<file path="config.mk">
export PLATFORM = sky130hd
export DESIGN_NAME = macbinary_header_detector_flat
export DESIGN_NICKNAME = d
export VERILOG_FILES = /design/src/hdl/mbhd_pkg.sv /design/src/hdl/mbhd_item_if.sv /design/src/hdl/macbinary_header_detector.sv /design/src/hdl/mbhd_tracker.sv /design/src/flat_wrapper.sv
export SDC_FILE = /design/constraint.sdc
export NUM_CORES = 1
export LEC_CHECK = 0
export ABC_AREA = 1
export BUFFER_PORTS_ARGS = -buffer_cell sky130_fd_sc_hd__buf_2
export CAP_MARGIN = 0
export CORE_ASPECT_RATIO = 0.8
export CORE_UTILIZATION = 40
export CTS_BUF_LIST = sky130_fd_sc_hd__clkbuf_8
export DETAILED_ROUTE_END_ITERATION = 12
export GPL_ROUTABILITY_DRIVEN = 0
export SLEW_MARGIN = 20
export SYNTH_ARGS = -nofsm -noshare
export SYNTH_HDL_FRONTEND = slang
export SYNTH_HIERARCHICAL = 1
export SYNTH_SLANG_ARGS = --single-unit
export TNS_END_PERCENT = 1
</file>
<file path="constraint.sdc">
create_clock -name clk -period 1.9 [get_ports clk]
set_input_delay 0.285 -clock clk [delete_from_list [all_inputs] [get_ports clk]]
set_output_delay 0.285 -clock clk [all_outputs]
set_load 0.01 [all_outputs]
</file>
<file path="src/hdl/mbhd_pkg.sv">
package mbhd_pkg;

    // header geometry and field limits
    localparam logic [7:0]  HDR_LEN      = 8'd128;
    localparam logic [31:0] HDR_LEN_FILE = 32'd128;
    localparam logic [15:0] CRC_POLY     = 16'h1021;
    localparam logic [7:0]  VER_II       = 8'h81;
    localparam logic [7:0]  VER_III      = 8'h82;
    localparam logic [7:0]  NAME_MAX_LEN = 8'd63;

    // byte positions inside the 128-byte header
    localparam logic [6:0] POS_OLD_VER = 7'd0;
    localparam logic [6:0] POS_NAME    = 7'd1;
    localparam logic [6:0] POS_ZERO_A  = 7'd74;
    localparam logic [6:0] POS_ZERO_B  = 7'd82;
    localparam logic [6:0] POS_WRITER  = 7'd122;
    localparam logic [6:0] POS_READER  = 7'd123;
    localparam logic [6:0] POS_CRC_HI  = 7'd124;
    localparam logic [6:0] POS_CRC_LO  = 7'd125;

    // one input request
    typedef struct packed {
        logic [7:0]  byte_value;
        logic        last_byte;
        logic [31:0] file_length;
    } mbhd_item_t;

    // one byte of crc-16/xmodem, msb first
    function automatic logic [15:0] crc_byte(input logic [15:0] crc, input logic [7:0] b);
        logic [15:0] c;
        c = crc ^ {b, 8'h00};
        for (int k = 0; k < 8; k++)
        begin
            if (c[15])
            begin
                c = {c[14:0], 1'b0} ^ CRC_POLY;
            end
            else
            begin
                c = {c[14:0], 1'b0};
            end
        end
        return c;
    endfunction

endpackage

</file>
<file path="src/hdl/mbhd_item_if.sv">
interface mbhd_item_if;
    import mbhd_pkg::*;

    logic        valid;
    logic        ready;
    logic [7:0]  byte_value;
    logic        last_byte;
    logic [31:0] file_length;

    modport source (output valid, output byte_value, output last_byte, output file_length,
                    input ready);
    modport sink   (input valid, input byte_value, input last_byte, input file_length,
                    output ready);
endinterface

interface mbhd_result_if;
    logic       valid;
    logic       ready;
    logic       header_found;
    logic [7:0] payload_offset;

    modport source (output valid, output header_found, output payload_offset, input ready);
    modport sink   (input valid, input header_found, input payload_offset, output ready);
endinterface

</file>
<file path="src/hdl/macbinary_header_detector.sv">
// MacBinary II/III header detector. Feed the leading bytes of a file in order, one request
// per byte, with last_byte set on the final byte supplied; that request yields one result
// giving header_found and payload_offset (128 when found, else 0), after which the block is
// ready for the next file. Bytes past the first 128 are ignored. A request is taken every
// cycle unless the output stalls: each byte goes through an input register and the crc and
// field checks, and a last byte's verdict is then held in the result register. The only stall
// comes from the output register when a result is waiting and the sink is not ready.
module macbinary_header_detector
    import mbhd_pkg::*;
(
    input  logic   clk,
    input  logic   rst_n,
    mbhd_item_if.sink     item,
    mbhd_result_if.source result
);

    logic       s1_valid_reg;
    mbhd_item_t s1_reg;
    logic       s1_fire;
    logic       out_free;
    logic       out_valid_reg;
    logic       out_found_reg;
    logic [7:0] out_offset_reg;
    logic       found;

    // a byte leaves stage one unless its result has nowhere to go
    assign out_free = ~out_valid_reg | result.ready;
    assign s1_fire  = s1_valid_reg & (~s1_reg.last_byte | out_free);
    assign item.ready = ~s1_valid_reg | s1_fire;

    // input register
    always_ff @(posedge clk or negedge rst_n)
    begin
        if (!rst_n)
        begin
            s1_valid_reg <= 1'b0;
        end
        else if (item.ready)
        begin
            s1_valid_reg <= item.valid;
        end
    end

    always_ff @(posedge clk)
    begin
        if (item.ready && item.valid)
        begin
            s1_reg <= '{byte_value: item.byte_value, last_byte: item.last_byte,
                        file_length: item.file_length};
        end
    end

    // header state and checks
    mbhd_tracker u_tracker (
        .clk   (clk),
        .rst_n (rst_n),
        .step  (s1_fire),
        .item  (s1_reg),
        .found (found)
    );

    // result register
    always_ff @(posedge clk or negedge rst_n)
    begin
        if (!rst_n)
        begin
            out_valid_reg <= 1'b0;
        end
        else if (s1_fire && s1_reg.last_byte)
        begin
            out_valid_reg <= 1'b1;
        end
        else if (result.ready)
        begin
            out_valid_reg <= 1'b0;
        end
    end

    always_ff @(posedge clk)
    begin
        if (s1_fire && s1_reg.last_byte)
        begin
            out_found_reg  <= found;
            out_offset_reg <= found ? HDR_LEN : 8'd0;
        end
    end

    assign result.valid          = out_valid_reg;
    assign result.header_found   = out_found_reg;
    assign result.payload_offset = out_offset_reg;

    // offset always agrees with the verdict
    a_offset: assert property (@(posedge clk) disable iff (!rst_n)
        out_valid_reg |-> (out_offset_reg == (out_found_reg ? HDR_LEN : 8'd0)))
        else $error("payload offset disagrees with header_found");

    // a header is never reported for a short file
    a_short_file: assert property (@(posedge clk) disable iff (!rst_n)
        (s1_fire && s1_reg.last_byte && found) |-> (s1_reg.file_length > HDR_LEN_FILE))
        else $error("header reported for file of 128 bytes or less");

    // an empty input stage always takes a request
    a_ready_empty: assert property (@(posedge clk) disable iff (!rst_n)
        !s1_valid_reg |-> item.ready)
        else $error("input stage empty but not ready");

    // a waiting result is not overwritten
    a_no_overwrite: assert property (@(posedge clk) disable iff (!rst_n)
        (out_valid_reg && !result.ready) |=> (out_valid_reg && $stable(out_found_reg)))
        else $error("pending result lost");

endmodule

</file>
<file path="src/hdl/mbhd_tracker.sv">
module mbhd_tracker
    import mbhd_pkg::*;
(
    input  logic       clk,
    input  logic       rst_n,
    input  logic       step,
    input  mbhd_item_t item,
    output logic       found
);

    logic [7:0]  pos_reg, pos_next;
    logic [15:0] crc_reg, crc_next;
    logic        valid_reg, valid_next;
    logic        crc_hi_reg, crc_hi_next;
    logic        in_hdr;
    logic [6:0]  idx;
    logic [7:0]  b;
    logic        field_bad;

    assign in_hdr = ~pos_reg[7];
    assign idx    = pos_reg[6:0];
    assign b      = item.byte_value;

    // fixed field checks at their positions
    always_comb
    begin
        field_bad = 1'b0;
        if (idx == POS_OLD_VER && b != 8'd0)
            field_bad = 1'b1;
        if (idx == POS_NAME && (b == 8'd0 || b > NAME_MAX_LEN))
            field_bad = 1'b1;
        if ((idx == POS_ZERO_A || idx == POS_ZERO_B) && b != 8'd0)
            field_bad = 1'b1;
        if (idx == POS_WRITER && b != VER_II && b != VER_III)
            field_bad = 1'b1;
        if (idx == POS_READER && b != VER_II)
            field_bad = 1'b1;
        if (idx == POS_CRC_LO && (!crc_hi_reg || b != crc_reg[7:0]))
            field_bad = 1'b1;
    end

    // next header state for this byte
    always_comb
    begin
        pos_next    = pos_reg;
        crc_next    = crc_reg;
        valid_next  = valid_reg;
        crc_hi_next = crc_hi_reg;
        if (in_hdr)
        begin
            pos_next   = pos_reg + 8'd1;
            valid_next = valid_reg & ~field_bad;
            if (idx < POS_CRC_HI)
                crc_next = crc_byte(crc_reg, b);
            else if (idx == POS_CRC_HI)
                crc_hi_next = (b == crc_reg[15:8]);
        end
    end

    // verdict on the last byte
    assign found = pos_next[7] && (item.file_length > HDR_LEN_FILE) && valid_next;

    // state registers, cleared after each verdict
    always_ff @(posedge clk or negedge rst_n)
    begin
        if (!rst_n)
        begin
            pos_reg    <= 8'd0;
            crc_reg    <= 16'd0;
            valid_reg  <= 1'b1;
            crc_hi_reg <= 1'b0;
        end
        else if (step)
        begin
            if (item.last_byte)
            begin
                pos_reg    <= 8'd0;
                crc_reg    <= 16'd0;
                valid_reg  <= 1'b1;
                crc_hi_reg <= 1'b0;
            end
            else
            begin
                pos_reg    <= pos_next;
                crc_reg    <= crc_next;
                valid_reg  <= valid_next;
                crc_hi_reg <= crc_hi_next;
            end
        end
    end

endmodule
</file>
<file path="src/flat_wrapper.sv">
// flat-port wrapper written by rule: the top's interface ports become plain ports
module macbinary_header_detector_flat import mbhd_pkg::*;
  (clk, rst_n, item_valid, item_byte_value, item_last_byte, item_file_length, item_ready, result_valid, result_header_found, result_payload_offset, result_ready);
  mbhd_item_if item_i ();
  mbhd_result_if result_i ();
  input  logic clk;
  input  logic rst_n;
  input wire logic [$bits(item_i.valid)-1:0] item_valid;
  input wire logic [$bits(item_i.byte_value)-1:0] item_byte_value;
  input wire logic [$bits(item_i.last_byte)-1:0] item_last_byte;
  input wire logic [$bits(item_i.file_length)-1:0] item_file_length;
  output wire logic [$bits(item_i.ready)-1:0] item_ready;
  output wire logic [$bits(result_i.valid)-1:0] result_valid;
  output wire logic [$bits(result_i.header_found)-1:0] result_header_found;
  output wire logic [$bits(result_i.payload_offset)-1:0] result_payload_offset;
  input wire logic [$bits(result_i.ready)-1:0] result_ready;
  assign item_i.valid = item_valid;
  assign item_i.byte_value = item_byte_value;
  assign item_i.last_byte = item_last_byte;
  assign item_i.file_length = item_file_length;
  assign item_ready = item_i.ready;
  assign result_valid = result_i.valid;
  assign result_header_found = result_i.header_found;
  assign result_payload_offset = result_i.payload_offset;
  assign result_i.ready = result_ready;
  macbinary_header_detector u_core (.clk(clk), .rst_n(rst_n), .item(item_i), .result(result_i));
endmodule
</file>
==> impl_metrics.csv <==
group,metric,value,unit
status,outcome,"complete, no violations",
logic_synthesis,synth-xor-area-share,0.0463,
cts,tritoncts,"yes",
critical_path,worst-setup-path-type,"reg -> reg",
cts,clkSinkCount,70,
detailed_routing,vias,2337,
timing,tightestPinTransition,0.675,ns
power_and_ir_drop,irDropWorstVdd,0.412,mV
hold_path,whs_path_depth,1,
cts,clkTransAtPathRegs,0.08,ns
flow_run,cap_violations,0,
cts,cts_resized,0,
logic_synthesis,synth.mux.area_fraction,0,
logic_synthesis,synth_top_family_by_area,"simple AND/OR/NAND/NOR gates",
critical_path,rr_endpoint,"u_core/u_tracker/crc_reg[11]",
power_and_ir_drop,swShare,0.338,
detailed_routing,drtIter0Drc,132,
detailed_routing,vias_per_cell,4.64,
logic_synthesis,seq_area_frac_synth,0.596,
critical_path,reg2reg_setup_slack,0.24,ns
cts,cts-hold-fix-buffers,1,
timing,whs,0.111,ns
power_and_ir_drop,leakagePower,1.73,nW
timing,fmaxAchievable,602,MHz
logic_synthesis,synth-simple-area-share,0.179,
logic_synthesis,synth_compound_area_frac,0.0836,
cts,clockBufferDepth,2,
timing,layout_setup_ws,0.238,ns
grt,grt_pass1_vias,2314,
timing,setup_tns,0,ns
layout,largest_register_ffs,41,
cts,h-tree-depth,3,
cts,clock_latency,0.34,ns
floorplanning,die_w,103,microns
detailed_routing,drc,0,
power_and_ir_drop,p_clk_frac,0.272,
detailed_routing,ant_nets,0,
logic_synthesis,yosysTopAreaCell,"edfxtp_1",
timing,finalSetupViolCount,0,
power_and_ir_drop,p_int,2.70,mW
detailed_routing,first_pass_iters,4,
layout,num-nets-final,440,
layout,fillers,746,
logic_synthesis,synth_edf_count,42,
layout,area_delta_synth_final,16.9,%
timing,relSlewSlack,0.550,
critical_path,setup.worst_path.end_class,"register",
hold_path,min_from,"item_file_length[8]",
hold_path,hold_class,"in -> reg",
power_and_ir_drop,seq_power_share,0.488,
logic_synthesis,synth_cell_types,35,
critical_path,cp_max_fo,11,
grt,antenna_found_initial,0,
floorplanning,dieArea,0.00861,sq mm
floorplanning,die_h,83.2,microns
power_and_ir_drop,power_frac_comb,0.241,
power_and_ir_drop,p_sw,1.38,mW
floorplanning,num_rows,29,
critical_path,crit_required,2.14,ns
logic_synthesis,ys_warn_count,6,
layout,diodes,0,
grt,grt_pass1_wl,11100,microns
placed_design,dpl.hpwl,4920,microns
grt,grt_max_degree,29,
critical_path,r2r_start,"u_core/result.valid",
placed_design,io_buffers,48,
placed_design,place_ws,0.250,ns
detailed_routing,wirelength,6620,microns
power_and_ir_drop,power_density,1060,mW/mm^2
floorplanning,core-area,0.00795,sq mm
timing,hold_viol_final,0,
cts,root_buffer,"clkbuf_8",
hold_path,min_to,"u_core/s1_reg[8]",
cts,numCtsBuffers,9,
logic_synthesis,synth.top_cell.area_share,0.383,
timing,clock_skew,0.0108,ns
logic_synthesis,syn_inst,331,
critical_path,start_kind,"register",
logic_synthesis,synth_seq_cells,70,
layout,layout-drive-gt1-share,0.220,
logic_synthesis,synth_area,0.00329,sq mm
logic_synthesis,synthTopCellsByArea,"edfxtp_1 (38%), dfrtp_1 (21%), nand2_1 (8.1%), inv_1 (4.9%), nor2_1 (3.5%)",
cts,cts_setup_buffers,0,
floorplanning,initial_core_util,0.415,
logic_synthesis,avgSynthCellArea,9.95,sq um
logic_synthesis,synth-adder-area-share,0.0152,
floorplanning,io_pins,56,
grt,grt_usage,0.173,
timing,period_minus_slack,1.66,ns
timing,final_max_slew_viol_count,0,
detailed_routing,wl_per_cell,13.1,microns
logic_synthesis,synthArstFlopShare,0.400,
timing,rsz0062_at_grt,"false",
grt,grt_overflow,0,
timing,fin_crit_sh,0.875,
logic_synthesis,synth-main-ff-cell,"edfxtp_1",
critical_path,rr_worst_depth,9,
critical_path,worstPathArrival,1.90,ns
-- cells in the final DEF, fill, tap and decap left out, drive strengths merged, types with 2 or more instances in the layout --
cell / synthesis / layout
clkinvlp: 0 / 3
xnor2: 9 / 9
edfxtp: 42 / 42
buf: 9 / 51
xor2: 5 / 5
o21ai: 21 / 21
nand2: 73 / 73
nor3: 6 / 6
clkinv: 0 / 2
clkbuf: 0 / 9
nor2: 32 / 32
nor4: 5 / 5
o211ai: 3 / 3
dfrtp: 27 / 27
a21oi: 10 / 10
conb: 1 / 7
nand3: 14 / 14
o22ai: 6 / 6
nand4: 4 / 4
ha: 4 / 4
inv: 50 / 52
o31ai: 3 / 3
-- critical path, cell delays in order (launching register included) --
cell,delay (ns)
dfrtp_1,0.42
nand3_1,0.09
nand2_1,0.05
inv_1,0.09
inv_2,0.06
nor2_4,0.10
o21ai_1,0.10
nand2_2,0.21
inv_2,0.16
o31ai_1,0.27
-- per-stage QoR --
step	power (mW)	utilization	instances	area [sq um]
after floorplan	2.72	-	337	3320
after global placement	2.98	0.461	487	3660
after detailed placement	2.99	0.461	487	3660
after CTS	4.12	0.485	504	3850
after global routing	4.36	0.485	504	3850
final	4.08	0.485	504	3850
-- routing by layer --
layer,GRT usage,up-vias,routed length [microns]
met2,0.237,82,2730
li1,-,1201,-
met5,0,-,0
met4,0.0563,0,74
met1,0.253,1046,3270
met3,0.0623,8,539
-- cell type report --
class | instances | area, sq um | area share
Sequential cell | 70 | 1960 | 0.510
Multi-Input combinational cell | 208 | 1090 | 0.284
Timing Repair Buffer | 52 | 285 | 0.0741
Inverter | 50 | 191 | 0.0497
Tap cell | 108 | 135 | 0.0351
Clock buffer | 9 | 124 | 0.0322
Clock inverter | 7 | 57.6 | 0.0149
-- Yosys cell counts (2+ instances only) --
cell	number
o21ai_0	15
nor4_1	5
nand3_1	13
xor2_1	5
nor2_1	31
edfxtp_1	42
o22ai_1	6
buf_4	8
nor3_1	4
o21ai_1	6
inv_1	43
xnor2_2	4
o211ai_1	3
xnor2_1	5
nor3_2	2
nand2_2	2
o31ai_1	3
nand2_1	71
a21oi_1	10
ha_1	4
nand4_1	3
dfrtp_1	27
inv_2	7
-- power by group through the flow --
stage,Sequential [mW],Combinational [mW],Clock [mW]
after global routing,2.02,1.12,1.23
final,1.99,0.982,1.11
after detailed placement,2.02,0.966,0
after global placement,2.02,0.961,0
after floorplan,1.99,0.730,0
after CTS,1.99,0.976,1.16
-- kinds of logic (layout without fill, tap and decap cells) --
| kind of cell | count (synthesis) | count (layout) |
|---|---|---|
| adder cells (fa/ha/maj) | 4 | 4 |
| AND/OR/NAND/NOR | 135 | 135 |
| AO/OA/AOI/OAI | 48 | 48 |
| XOR/XNOR | 14 | 14 |
| flip-flops | 70 | 70 |
| other | 1 | 7 |
| buffers and inverters | 59 | 118 |
-- how the worst max path moves through the flow --
stage	start	to	slack [ns]	depth (start not counted)
after detailed placement	u_core/result.valid	u_core/u_tracker/crc_reg[8]	0.25	11
after global routing	u_core/result.valid	u_core/u_tracker/crc_reg[13]	0.03	11
after CTS	u_core/result.valid	u_core/u_tracker/crc_reg[15]	0.24	11
after global placement	result_ready	u_core/u_tracker/crc_reg[9]	0.27	11
after floorplan	u_core/s1_reg[32]	u_core/s1_reg[0]	0.14	3
final	u_core/result.valid	u_core/u_tracker/crc_reg[11]	0.24	9
No activity file was read; power rests on OpenSTA's default activity.
